<file path="src/hw/rtl/u16u8_pkg.sv">
// Shared types and constants for the UTF-16 to UTF-8 escaping transcoder.
package u16u8_pkg;

  localparam int unsigned MaxBytes   = 4;
  localparam int unsigned IdxW       = $clog2(MaxBytes);
  localparam int unsigned CntW       = $clog2(MaxBytes + 1);
  localparam int unsigned QDepth     = 4;
  localparam int unsigned QPtrW      = $clog2(QDepth);
  localparam int unsigned QCntW      = $clog2(QDepth + 1);

  localparam logic [15:0] HighFirst  = 16'hD800;
  localparam logic [15:0] HighLast   = 16'hDBFF;
  localparam logic [15:0] LowFirst   = 16'hDC00;
  localparam logic [15:0] LowLast    = 16'hDFFF;
  localparam logic [15:0] CpTab      = 16'h0009;
  localparam logic [15:0] CpNewline  = 16'h000A;
  localparam logic [15:0] CpReturn   = 16'h000D;
  localparam logic [15:0] CpSpace    = 16'h0020;
  localparam logic [15:0] CpDelete   = 16'h007F;
  localparam logic [15:0] CpTwoByte  = 16'h0080;
  localparam logic [15:0] CpThreeByte = 16'h0800;

  localparam logic [7:0] ByteQuestion  = 8'h3F;
  localparam logic [7:0] ByteBackslash = 8'h5C;
  localparam logic [7:0] ByteLetterT   = 8'h74;
  localparam logic [7:0] ByteLetterN   = 8'h6E;
  localparam logic [7:0] ByteLetterR   = 8'h72;
  localparam logic [7:0] LeadTwo       = 8'hC0;
  localparam logic [7:0] LeadThree     = 8'hE0;
  localparam logic [7:0] LeadFour      = 8'hF0;
  localparam logic [7:0] ContByte      = 8'h80;

  // One classified unit: up to four output bytes, their count and the end flag.
  typedef struct packed {
    logic [MaxBytes-1:0][7:0] bytes;
    logic [CntW-1:0]          cnt;
    logic                     last;
  } burst_t;

  // Status of the burst queue as seen by its neighbors.
  typedef struct packed {
    logic full;
    logic empty;
  } q_status_t;

endpackage

</file>
<file path="src/hw/rtl/utf16_to_utf8_escaping_transcoder.sv">
// Top level of the UTF-16 to UTF-8 escaping transcoder.
//
// Channel  | Handshake            | Payload
// ---------+----------------------+-------------------------------------
// input    | push_i / full_o      | code_unit_i[15:0], last_unit_i
// result   | empty_o / pop_i      | out_byte_o[7:0], last_byte_o
//
// One code unit is taken every cycle while full_o is low; the front end
// decodes it in the same cycle and writes a burst of up to four bytes into
// a four-entry burst queue. The back end emits one byte per cycle while pop_i
// is high, so the sustained rate is set by the output port and by how many
// bytes each unit yields (none for a held high surrogate, up to four
// otherwise).
// The first byte of a unit shows on the result ports once its burst has
// passed the burst queue and been loaded into the back end's burst register.
// Reset empties the queue and drops any held surrogate; full_o rises only
// while four bursts wait behind the one being emitted.
module utf16_to_utf8_escaping_transcoder import u16u8_pkg::*; (
  input  logic        clk_i,
  input  logic        rst_ni,
  input  logic        push_i,
  output logic        full_o,
  input  logic [15:0] code_unit_i,
  input  logic        last_unit_i,
  output logic        empty_o,
  input  logic        pop_i,
  output logic [7:0]  out_byte_o,
  output logic        last_byte_o
);

  q_status_t q_status;
  burst_t    front_burst;
  burst_t    q_rdata;
  logic      burst_push;
  logic      q_pop;
  logic      accept;

  // Accept whenever the burst queue has room, even if the unit yields no byte.
  assign full_o = q_status.full;
  assign accept = push_i && !q_status.full;

  u16u8_front u_front (
    .clk_i        (clk_i),
    .rst_ni       (rst_ni),
    .accept_i     (accept),
    .code_unit_i  (code_unit_i),
    .last_unit_i  (last_unit_i),
    .burst_push_o (burst_push),
    .burst_o      (front_burst)
  );

  // Decouple decode from byte emission so either side can stall alone.
  u16u8_burst_q u_burst_q (
    .clk_i    (clk_i),
    .rst_ni   (rst_ni),
    .push_i   (burst_push),
    .wdata_i  (front_burst),
    .pop_i    (q_pop),
    .rdata_o  (q_rdata),
    .status_o (q_status)
  );

  // Serialize the current burst; advance to the next one on its final byte.
  u16u8_back u_back (
    .clk_i       (clk_i),
    .rst_ni      (rst_ni),
    .q_status_i  (q_status),
    .q_rdata_i   (q_rdata),
    .q_pop_o     (q_pop),
    .empty_o     (empty_o),
    .pop_i       (pop_i),
    .out_byte_o  (out_byte_o),
    .last_byte_o (last_byte_o)
  );

endmodule

</file>
<file path="src/hw/rtl/u16u8_front.sv">
// Front end: accepts code units, pairs surrogates and builds byte bursts.
module u16u8_front import u16u8_pkg::*; (
  input  logic        clk_i,
  input  logic        rst_ni,
  input  logic        accept_i,
  input  logic [15:0] code_unit_i,
  input  logic        last_unit_i,
  output logic        burst_push_o,
  output burst_t      burst_o
);

  logic [9:0] pending_high_q, pending_high_d;
  logic       pending_valid_q, pending_valid_d;

  logic        is_high, is_low, pair, prefix;
  logic [20:0] cp;
  logic [2:0][7:0] m;
  logic [CntW-1:0] mcnt;

  assign is_high = (code_unit_i >= HighFirst) && (code_unit_i <= HighLast);
  assign is_low  = (code_unit_i >= LowFirst) && (code_unit_i <= LowLast);
  assign pair    = pending_valid_q && is_low;
  assign prefix  = pending_valid_q && !is_low;
  assign cp      = 21'h10000 + {1'b0, pending_high_q, code_unit_i[9:0]};

  // Bytes for the unit itself, not counting a dropped-hold marker.
  always_comb begin
    m    = '0;
    mcnt = '0;
    if (is_high) begin
      m[0] = ByteQuestion;
      mcnt = last_unit_i ? CntW'(1) : CntW'(0);
    end else if (is_low) begin
      m[0] = ByteQuestion;
      mcnt = CntW'(1);
    end else if (code_unit_i == CpTab) begin
      m[0] = ByteBackslash;
      m[1] = ByteLetterT;
      mcnt = CntW'(2);
    end else if (code_unit_i == CpNewline) begin
      m[0] = ByteBackslash;
      m[1] = ByteLetterN;
      mcnt = CntW'(2);
    end else if (code_unit_i == CpReturn) begin
      m[0] = ByteBackslash;
      m[1] = ByteLetterR;
      mcnt = CntW'(2);
    end else if (code_unit_i < CpSpace || code_unit_i == CpDelete) begin
      m[0] = ByteQuestion;
      mcnt = CntW'(1);
    end else if (code_unit_i < CpTwoByte) begin
      m[0] = {1'b0, code_unit_i[6:0]};
      mcnt = CntW'(1);
    end else if (code_unit_i < CpThreeByte) begin
      m[0] = LeadTwo | {3'b000, code_unit_i[10:6]};
      m[1] = ContByte | {2'b00, code_unit_i[5:0]};
      mcnt = CntW'(2);
    end else begin
      m[0] = LeadThree | {4'b0000, code_unit_i[15:12]};
      m[1] = ContByte | {2'b00, code_unit_i[11:6]};
      m[2] = ContByte | {2'b00, code_unit_i[5:0]};
      mcnt = CntW'(3);
    end
  end

  always_comb begin
    burst_o      = '0;
    burst_o.last = last_unit_i;
    if (pair) begin
      burst_o.bytes[0] = LeadFour | {5'b00000, cp[20:18]};
      burst_o.bytes[1] = ContByte | {2'b00, cp[17:12]};
      burst_o.bytes[2] = ContByte | {2'b00, cp[11:6]};
      burst_o.bytes[3] = ContByte | {2'b00, cp[5:0]};
      burst_o.cnt      = CntW'(4);
    end else if (prefix) begin
      burst_o.bytes[0] = ByteQuestion;
      burst_o.bytes[1] = m[0];
      burst_o.bytes[2] = m[1];
      burst_o.bytes[3] = m[2];
      burst_o.cnt      = mcnt + CntW'(1);
    end else begin
      burst_o.bytes[0] = m[0];
      burst_o.bytes[1] = m[1];
      burst_o.bytes[2] = m[2];
      burst_o.cnt      = mcnt;
    end
  end

  assign burst_push_o = accept_i && (burst_o.cnt != '0);

  always_comb begin
    pending_valid_d = pending_valid_q;
    pending_high_d  = pending_high_q;
    if (accept_i) begin
      pending_valid_d = !pair && is_high && !last_unit_i;
      pending_high_d  = pending_valid_d ? code_unit_i[9:0] : 10'd0;
    end
  end

  always_ff @(posedge clk_i or negedge rst_ni) begin
    if (!rst_ni) begin
      pending_valid_q <= 1'b0;
      pending_high_q  <= 10'd0;
    end else begin
      pending_valid_q <= pending_valid_d;
      pending_high_q  <= pending_high_d;
    end
  end

endmodule

</file>
<file path="src/hw/rtl/u16u8_burst_q.sv">
// Short queue of byte bursts between the front and back ends.
module u16u8_burst_q import u16u8_pkg::*; (
  input  logic      clk_i,
  input  logic      rst_ni,
  input  logic      push_i,
  input  burst_t    wdata_i,
  input  logic      pop_i,
  output burst_t    rdata_o,
  output q_status_t status_o
);

  burst_t             mem_q [QDepth];
  logic [QPtrW-1:0]   wr_ptr_q, rd_ptr_q;
  logic [QCntW-1:0]   count_q;
  logic               do_push, do_pop;

  assign status_o.full  = (count_q == QCntW'(QDepth));
  assign status_o.empty = (count_q == '0);
  assign do_push = push_i && !status_o.full;
  assign do_pop  = pop_i && !status_o.empty;
  assign rdata_o = mem_q[rd_ptr_q];

  always_ff @(posedge clk_i) begin
    if (do_push) begin
      mem_q[wr_ptr_q] <= wdata_i;
    end
  end

  always_ff @(posedge clk_i or negedge rst_ni) begin
    if (!rst_ni) begin
      wr_ptr_q <= '0;
      rd_ptr_q <= '0;
      count_q  <= '0;
    end else begin
      if (do_push) wr_ptr_q <= wr_ptr_q + QPtrW'(1);
      if (do_pop)  rd_ptr_q <= rd_ptr_q + QPtrW'(1);
      case ({do_push, do_pop})
        2'b10:   count_q <= count_q + QCntW'(1);
        2'b01:   count_q <= count_q - QCntW'(1);
        default: count_q <= count_q;
      endcase
    end
  end

endmodule

</file>
<file path="src/hw/rtl/u16u8_back.sv">
// Back end: holds one burst and hands its bytes out one at a time.
module u16u8_back import u16u8_pkg::*; (
  input  logic      clk_i,
  input  logic      rst_ni,
  input  q_status_t q_status_i,
  input  burst_t    q_rdata_i,
  output logic      q_pop_o,
  output logic      empty_o,
  input  logic      pop_i,
  output logic [7:0] out_byte_o,
  output logic      last_byte_o
);

  burst_t          cur_q;
  logic            valid_q, valid_d;
  logic [IdxW-1:0] idx_q, idx_d;
  logic [IdxW-1:0] final_idx;
  logic            take, done;

  assign final_idx   = IdxW'(cur_q.cnt - CntW'(1));
  assign take        = valid_q && pop_i;
  assign done        = take && (idx_q == final_idx);
  assign q_pop_o     = (!valid_q || done) && !q_status_i.empty;
  assign empty_o     = !valid_q;
  assign out_byte_o  = cur_q.bytes[idx_q];
  assign last_byte_o = cur_q.last && (idx_q == final_idx);

  always_comb begin
    valid_d = valid_q;
    idx_d   = idx_q;
    if (q_pop_o) begin
      valid_d = 1'b1;
      idx_d   = '0;
    end else if (done) begin
      valid_d = 1'b0;
      idx_d   = '0;
    end else if (take) begin
      idx_d   = idx_q + IdxW'(1);
    end
  end

  always_ff @(posedge clk_i) begin
    if (q_pop_o) begin
      cur_q <= q_rdata_i;
    end
  end

  always_ff @(posedge clk_i or negedge rst_ni) begin
    if (!rst_ni) begin
      valid_q <= 1'b0;
      idx_q   <= '0;
    end else begin
      valid_q <= valid_d;
      idx_q   <= idx_d;
    end
  end

endmodule

</file>
<file path="config.mk">
export PLATFORM = sky130hd
export DESIGN_NAME = utf16_to_utf8_escaping_transcoder
export DESIGN_NICKNAME = d
export VERILOG_FILES = /design/src/hw/rtl/u16u8_pkg.sv /design/src/hw/rtl/utf16_to_utf8_escaping_transcoder.sv /design/src/hw/rtl/u16u8_front.sv /design/src/hw/rtl/u16u8_burst_q.sv /design/src/hw/rtl/u16u8_back.sv
export SDC_FILE = /design/constraint.sdc
export NUM_CORES = 1
export LEC_CHECK = 0
export CAP_MARGIN = 15
export CORE_MARGIN = 10
export CORE_UTILIZATION = 41
export DETAILED_ROUTE_END_ITERATION = 10
export DONT_BUFFER_PORTS = 1
export PLACE_DENSITY_LB_ADDON = 0.3
export SLEW_MARGIN = 20
export SYNTH_ARGS = -nofsm -noshare
export SYNTH_HDL_FRONTEND = slang
export SYNTH_SLANG_ARGS = --single-unit
</file>
<file path="constraint.sdc">
create_clock -name clk_i -period 4.2 [get_ports clk_i]
set_clock_uncertainty 0.05 [all_clocks]
set_input_delay 0.63 -clock clk_i [delete_from_list [all_inputs] [get_ports clk_i]]
set_output_delay 0.63 -clock clk_i [all_outputs]
set_load 0.005 [all_outputs]
</file>
**After elaboration in Yosys (flattened, before gate mapping)**

Memory sizes are Yosys's and may differ from the RTL's. A register that Yosys moved wholly into a read port is not among the register bits.
Index checks and enable logic that the tools add are counted.

- Register bits after elaboration: 21
- RAM bits: 144
- Memories: 1

- Add/subtract/negate cells: 8
- Order comparisons: 8
- Eq/ne operators: 8
- Multiplexer cells: 46
- Reductions and logical operators: 27

Memory list:

| name | depth | bits a word | rd ports | clocked after Yosys merged registers in | write ports | RTL line | RTL |
|---|---|---|---|---|---|---|---|
| u_burst_q.mem_q | 4 | 36 | 1 | 1 | 1 | u16u8_burst_q.sv:12 | `burst_t mem_q [QDepth];` |

Operator list:

| operator | count |
|---|---|
| 16-bit two-way mux | 14 |
| 8-bit two-way mux | 10 |
| 16-bit by 4-bit == test with 1-bit output, second input constant | 3 |
| 35-bit two-way mux | 1 |
| 16-bit >= comparator, second input constant | 2 |
| 16-bit <= comparator, second input constant | 2 |
| 27-bit two-way mux | 1 |
| 17-bit by 20-bit adder with 21-bit output, first input constant | 1 |
| 3-bit two-way mux | 7 |
| 8-bit binary-select mux with 2-bit select | 1 |
| 16-bit by 7-bit == test with 1-bit output, second input constant | 1 |
| 16-bit by 12-bit less-than comparator with 1-bit output, second input constant | 1 |
| 16-bit by 6-bit less-than comparator with 1-bit output, second input constant | 1 |
| 16-bit by 8-bit less-than comparator with 1-bit output, second input constant | 1 |
| 1-bit logical AND | 14 |
| 14-bit two-way mux | 1 |
| 10-bit two-way mux | 1 |
| 2-bit by 1-bit adder with 2-bit output, second input constant | 3 |
| 3-bit by 1-bit adder with 3-bit output, second input constant | 2 |
| 1-bit logical NOT | 6 |
| 1-bit two-way mux | 6 |
| 2-bit two-way mux | 3 |
| 3-bit case mux with 2 select lines | 1 |
| 3-bit nonzero test | 2 |
| 10 further kinds | 12 |

**Logic depth before layout (Yosys ltp)**

- Depth in word-level cells: 23
- Depth in mapped cells: 16
- Mapped depth without buffers: 13

**Cells and area by module**

Synthesis repeated with hierarchy kept, for this count alone.

- Cells, all modules: 493
- Area total of the unflattened synthesis: 8555.7 sq um

Modules (own cells, without submodules):

| module | instances | cells each | area each (sq um) | sequential area each (sq um) |
|---|---|---|---|---|
| u16u8_burst_q | 1 | 225 | 5635.4 | 4499.3 |
| u16u8_back | 1 | 71 | 1502.7 | 1126.1 |
| u16u8_front | 1 | 196 | 1403.8 | 275.3 |
| utf16_to_utf8_escaping_transcoder | 1 | 1 | 13.8 | 0.0 |

**Worst setup path before layout**

Ideal clock, no wire load.

- Path type: input port to flip-flop
- Start point: input port code_unit_i[14]
- End point: memory u_burst_q.mem_q[0][0] (netlist name) (enable)
- Setup time: 477 ps
- Data arrival time: 5021 ps
- Required time: 3673 ps
- Slack: -1349 ps
- Cell stages on the path: 9
- Path buffers: 2
- Cells stage by stage: buf_2 nor4_4 nand2_2 o31a_1 buf_6 ha_1 o211ai_1 a21boi_4 a211oi_1

- Longest elaborated chain between the ends: 17

RTL lines:

| element | RTL line | RTL |
|---|---|---|
| start: declaration | utf16_to_utf8_escaping_transcoder.sv:23 | `input logic [15:0] code_unit_i,` |
| 16-bit by 12-bit less-than comparator with 1-bit output | u16u8_front.sv:54 | `end else if (code_unit_i < CpThreeByte) begin` |
| 1-bit two-way mux | u16u8_front.sv:54 |  |
| 3-bit two-way mux | u16u8_front.sv:51 | `end else if (code_unit_i < CpTwoByte) begin` |
| 3-bit two-way mux | u16u8_front.sv:48 | `end else if (code_unit_i < CpSpace \|\| code_unit_i == CpDelete) begin` |
| 3-bit two-way mux | u16u8_front.sv:44 | `end else if (code_unit_i == CpReturn) begin` |
| 3-bit two-way mux | u16u8_front.sv:40 | `end else if (code_unit_i == CpNewline) begin` |
| 3-bit two-way mux | u16u8_front.sv:36 | `end else if (code_unit_i == CpTab) begin` |
| 3-bit two-way mux | u16u8_front.sv:33 | `end else if (is_low) begin` |
| 3-bit two-way mux | u16u8_front.sv:30 | `if (is_high) begin` |
| 3-bit by 1-bit adder with 3-bit output | u16u8_front.sv:80 | `burst_o.cnt = mcnt + CntW'(1);` |
| 27-bit two-way mux | u16u8_front.sv:75 | `end else if (prefix) begin` |
| 35-bit two-way mux * | u16u8_front.sv:69 | `if (pair) begin` |
| 3-bit nonzero test * | u16u8_front.sv:89 | `assign burst_push_o = accept_i && (burst_o.cnt != '0);` |
| 1-bit logical AND * | u16u8_front.sv:89 |  |
| 1-bit logical AND * | u16u8_burst_q.sv:19 | `assign do_push = push_i && !status_o.full;` |
| 1-bit two-way mux * | u16u8_burst_q.sv:24 | `if (do_push) begin` |
| 1-bit two-way mux (not written as such) * | u16u8_burst_q.sv:25 | `mem_q[wr_ptr_q] <= wdata_i;` |
| end: declaration | u16u8_burst_q.sv:12 |  |

Every way passes the cells marked *; elsewhere a longest branch is shown, timed or not.

**Final worst setup path**

- Start point: input port code_unit_i[9]
- End point: register u_burst_q.count_q[2]

- Longest elaborated chain between the ends: 17

RTL lines:

| element | RTL line | RTL |
|---|---|---|
| 16-bit by 12-bit less-than comparator with 1-bit output | u16u8_front.sv:54 |  |
| 1-bit two-way mux | u16u8_front.sv:54 |  |
| 3-bit two-way mux | u16u8_front.sv:51 |  |
| 3-bit two-way mux | u16u8_front.sv:48 |  |
| 3-bit two-way mux | u16u8_front.sv:44 |  |
| 3-bit two-way mux | u16u8_front.sv:40 |  |
| 3-bit two-way mux | u16u8_front.sv:36 |  |
| 3-bit two-way mux | u16u8_front.sv:33 |  |
| 3-bit two-way mux | u16u8_front.sv:30 |  |
| 3-bit by 1-bit adder with 3-bit output | u16u8_front.sv:80 |  |
| 27-bit two-way mux | u16u8_front.sv:75 |  |
| 35-bit two-way mux * | u16u8_front.sv:69 |  |
| 3-bit nonzero test * | u16u8_front.sv:89 |  |
| 1-bit logical AND * | u16u8_front.sv:89 |  |
| 1-bit logical AND * | u16u8_burst_q.sv:19 |  |
| 2-bit by 1-bit == test with 1-bit output / 2-bit == test (equally long branches) | u16u8_burst_q.sv:37 | `case ({do_push, do_pop})` |
| 3-bit case mux with 2 select lines / 2-bit nonzero test (equally long branches) | n/a |  |
| end signal: assignment | u16u8_burst_q.sv:38 | `2'b10: count_q <= count_q + QCntW'(1);` |
| end signal: assignment | u16u8_burst_q.sv:39 | `2'b01: count_q <= count_q - QCntW'(1);` |
| end signal: assignment | u16u8_burst_q.sv:40 | `default: count_q <= count_q;` |
| end: declaration | u16u8_burst_q.sv:14 | `logic [QCntW-1:0] count_q;` |

Marked as above.
A chain may end at the register's enable or synchronous reset.

==> flow_metrics.tcl <==
set metrics [dict create \
    hpwl_um 11500 \
    yosys.cell_count.top_type "edfxtp_1" \
    critPathLaunch "code_unit_i[9]" \
    crit_path_cell_trace "or4_4 > nor3_4 > a21oi_1 > ha_1 > o211ai_1 > a21boi_4 > a21o_1 > ha_1 > inv_1 > fa_1 > xor2_1 > nor2_1 > xor2_1" \
    syn-cell-area_sq_um 8330 \
    total_power_mw 5.75 \
    r2r_start "u_front.pending_valid_q$_DFFE_PN0P_" \
    rows 52 \
    grt_overflow 0 \
    synth.distinct_cells 61 \
    p_leak_nw 3.03 \
    yosys.area.top_type_share_pct 61.3 \
    synthCells 506 \
    hp-start "last_unit_i" \
    grt_pass1_wl_um 28200 \
    timing.final.crit_share_pct 83.3 \
    grt_use_total_pct 13.9 \
    drt_pass1_iterations 5 \
    post_cts_buffers 0 \
    fin_nets 536 \
    hp-class "input pin to flip-flop" \
    synth_warnings 0 \
    ys_seq_elements 191 \
    drt-total-wl_um 17700 \
    cts_resized 0 \
    async_flop_share_pct 11.0 \
    period_needed_ns 3.50 \
    hold_viol 0 \
    clkLatencyLatePin_ns 0.43 \
    slew_headroom_pct 34.5 \
    place_ws_ns 0.260 \
    fin_util_pct 46.2 \
    cp.required_ns 4.50 \
    synth_top_area_cell "edfxtp_1" \
    fp.dieH_um 163 \
    antenna_found_initial 0 \
    powerDensity_nw_per_um2 619 \
    synth_edf_count 170 \
    slew_viol_final 0 \
    synthFlopType "edfxtp_1" \
    core-area_sq_um 20100 \
    antenna_cells 0 \
    tightest_slew_ns 0.983 \
    cts_sinks 191 \
    drv_cap 0 \
    fillers 1701 \
    avgRoutedWirePerCell_um 22.4 \
    start_util_pct 41.4 \
    path_class "input pin to flip-flop" \
    max_stage_delay_ns 0.60 \
    numCtsBuffers 17 \
    finalSetupViolCount 0 \
    layout-drive-gt1-share_pct 20.4 \
    cts.path.max_buffers 2 \
    cp-end-kind "flip-flop" \
    drt-initial-drc-count 325 \
    route.vias.total 4528 \
    area_growth_pct 11.5 \
    final_cells 790 \
    ctsHoldBuffers 2 \
    cts_max_level 4 \
    fin_ws_ns 0.702 \
    port_buffers 0 \
    gp_congestion 0.950 \
    max-vdd-ir-drop_uv 397 \
    synth.cells.most_frequent "edfxtp_1 (170), mux4_2 (41), nand2_1 (30)" \
    die_w_um 163 \
    critical_path_arrival_ns 3.80 \
    clock-root-buffer "clkbuf_16" \
    grt_max_degree 36 \
    finalHoldWorstSlack_ns 0.243 \
    rsz0062_at_grt "false" \
    die_area_sq_um 26400 \
    vias_per_cell 5.73 \
    drc_errors 0 \
    cts.clk_slew.worst_paths_ns 0.07 \
    grt_pass1_vias 4716 \
    synth_nets 535 \
    cts_tree "yes" \
    ys_seq_area_share_pct 67.6 \
    max_clock_freq_mhz 286 \
    ant_nets 0 \
    start_kind "input pin" \
    dp.cells 756 \
    io_pins 32 \
    synthTopCellsByArea "edfxtp_1 (61%), mux4_2 (11%), dfrtp_1 (6.3%)" \
    worstPathMaxFanout 9 \
    syn_area_per_cell_sq_um 16.5 \
    outcome "complete, no violations" \
    crit_slowest_cell "or4_4" \
]
[path summary, 6_finish.rpt]
path	to	slack, ns	cells after the start
max	u_burst_q.count_q[2]$_DFFE_PN0P_	0.70	13
min	u_burst_q.mem_q[0][0]$_DFFE_PP_	0.24	0
max reg2reg	u_burst_q.count_q[2]$_DFFE_PN0P_	1.17	9
min reg2reg	u_front.pending_high_q[2]$_DFFE_PN0P_	0.46	1
max in group asynchronous	u_burst_q.rd_ptr_q[0]$_DFFE_PN0P_	3.31	2
min in group asynchronous	u_front.pending_high_q[5]$_DFFE_PN0P_	0.62	2
[layout by cell type, fill, tap and decap left out, drive strengths merged, types with 10 or more instances in the layout]
| cell | count |
|---|---|
| nor2 | 12 |
| nand3 | 10 |
| a31oi | 11 |
| nand2 | 31 |
| a21oi | 24 |
| o21ai | 13 |
| clkbuf | 17 |
| mux4 | 41 |
| o211ai | 10 |
| buf | 14 |
| a22o | 11 |
| inv | 23 |
| edfxtp | 170 |
| dfrtp | 21 |
| and2 | 11 |
[metal layers]
layer	vias up	routed length (um)	GRT usage (%)
li1	2017	-	-
met5	-	0	0
met1	2346	7780	18.5
met2	146	8680	22.0
met4	0	256	4.67
met3	19	961	3.56
[registers in the layout, indices dropped and copies added (netlist names)]
signal and flops:
u_front.pending_valid_q 1, u_back.idx_q 2, u_burst_q.wr_ptr_q 2, u_front.pending_high_q 10, u_burst_q.count_q 3, u_burst_q.mem_q 136
u_back.cur_q 34, u_back.valid_q 1, u_burst_q.rd_ptr_q 2
[kinds of logic (layout without fill, tap and decap cells)]
kind of cell	after synthesis	in the layout	share of synthesized area, %
buffers and inverters	47	61	2.54
muxes	51	51	12.3
and+or+nand+nor	97	97	6.67
DFF	191	191	67.6
xor gates and xnor gates	11	11	1.16
AOI/OAI and AO/OA	101	101	8.43
adders and majority gates	8	8	1.29
[critical path: cells and delay by family]
| family | cells | cell delay, ns |
|---|---|---|
| compound gates | 4 | 0.97 |
| simple gates | 3 | 0.96 |
| fa+ha+maj | 3 | 0.88 |
| xor+xnor | 2 | 0.30 |
| buf+inv | 1 | 0.07 |
[final cells by class]
| type | instances | area, sq um | area share [%] |
|---|---|---|---|
| Multi-Input combinational cell | 268 | 2540 | 27.4 |
| Sequential cell | 191 | 5630 | 60.7 |
| Inverter | 14 | 52.6 | 0.566 |
| Clock inverter | 15 | 165 | 1.78 |
| Tap cell | 270 | 338 | 3.64 |
| Clock buffer | 17 | 425 | 4.58 |
| Timing Repair Buffer | 15 | 128 | 1.37 |
[per-stage QoR]
| stage | setup TNS (ns) | instance area, sq um |
|---|---|---|
| global placement | 0 | 8660 |
| finish | 0 | 9280 |
| global route | 0 | 9280 |
| CTS | 0 | 9280 |
| floorplan | -24.86 | 8350 |
| detailed placement | 0 | 8660 |
[power breakdown]
group | switching [mW] | internal [mW] | leakage, nW | total (mW)
Clock | 0.757 | 0.802 | 0.287 | 1.56
Combinational | 0.670 | 0.642 | 0.954 | 1.31
Sequential | 0.275 | 2.60 | 1.79 | 2.88
Total | 1.70 | 4.05 | 3.03 | 5.75
No activity file was read; power rests on OpenSTA's default activity.
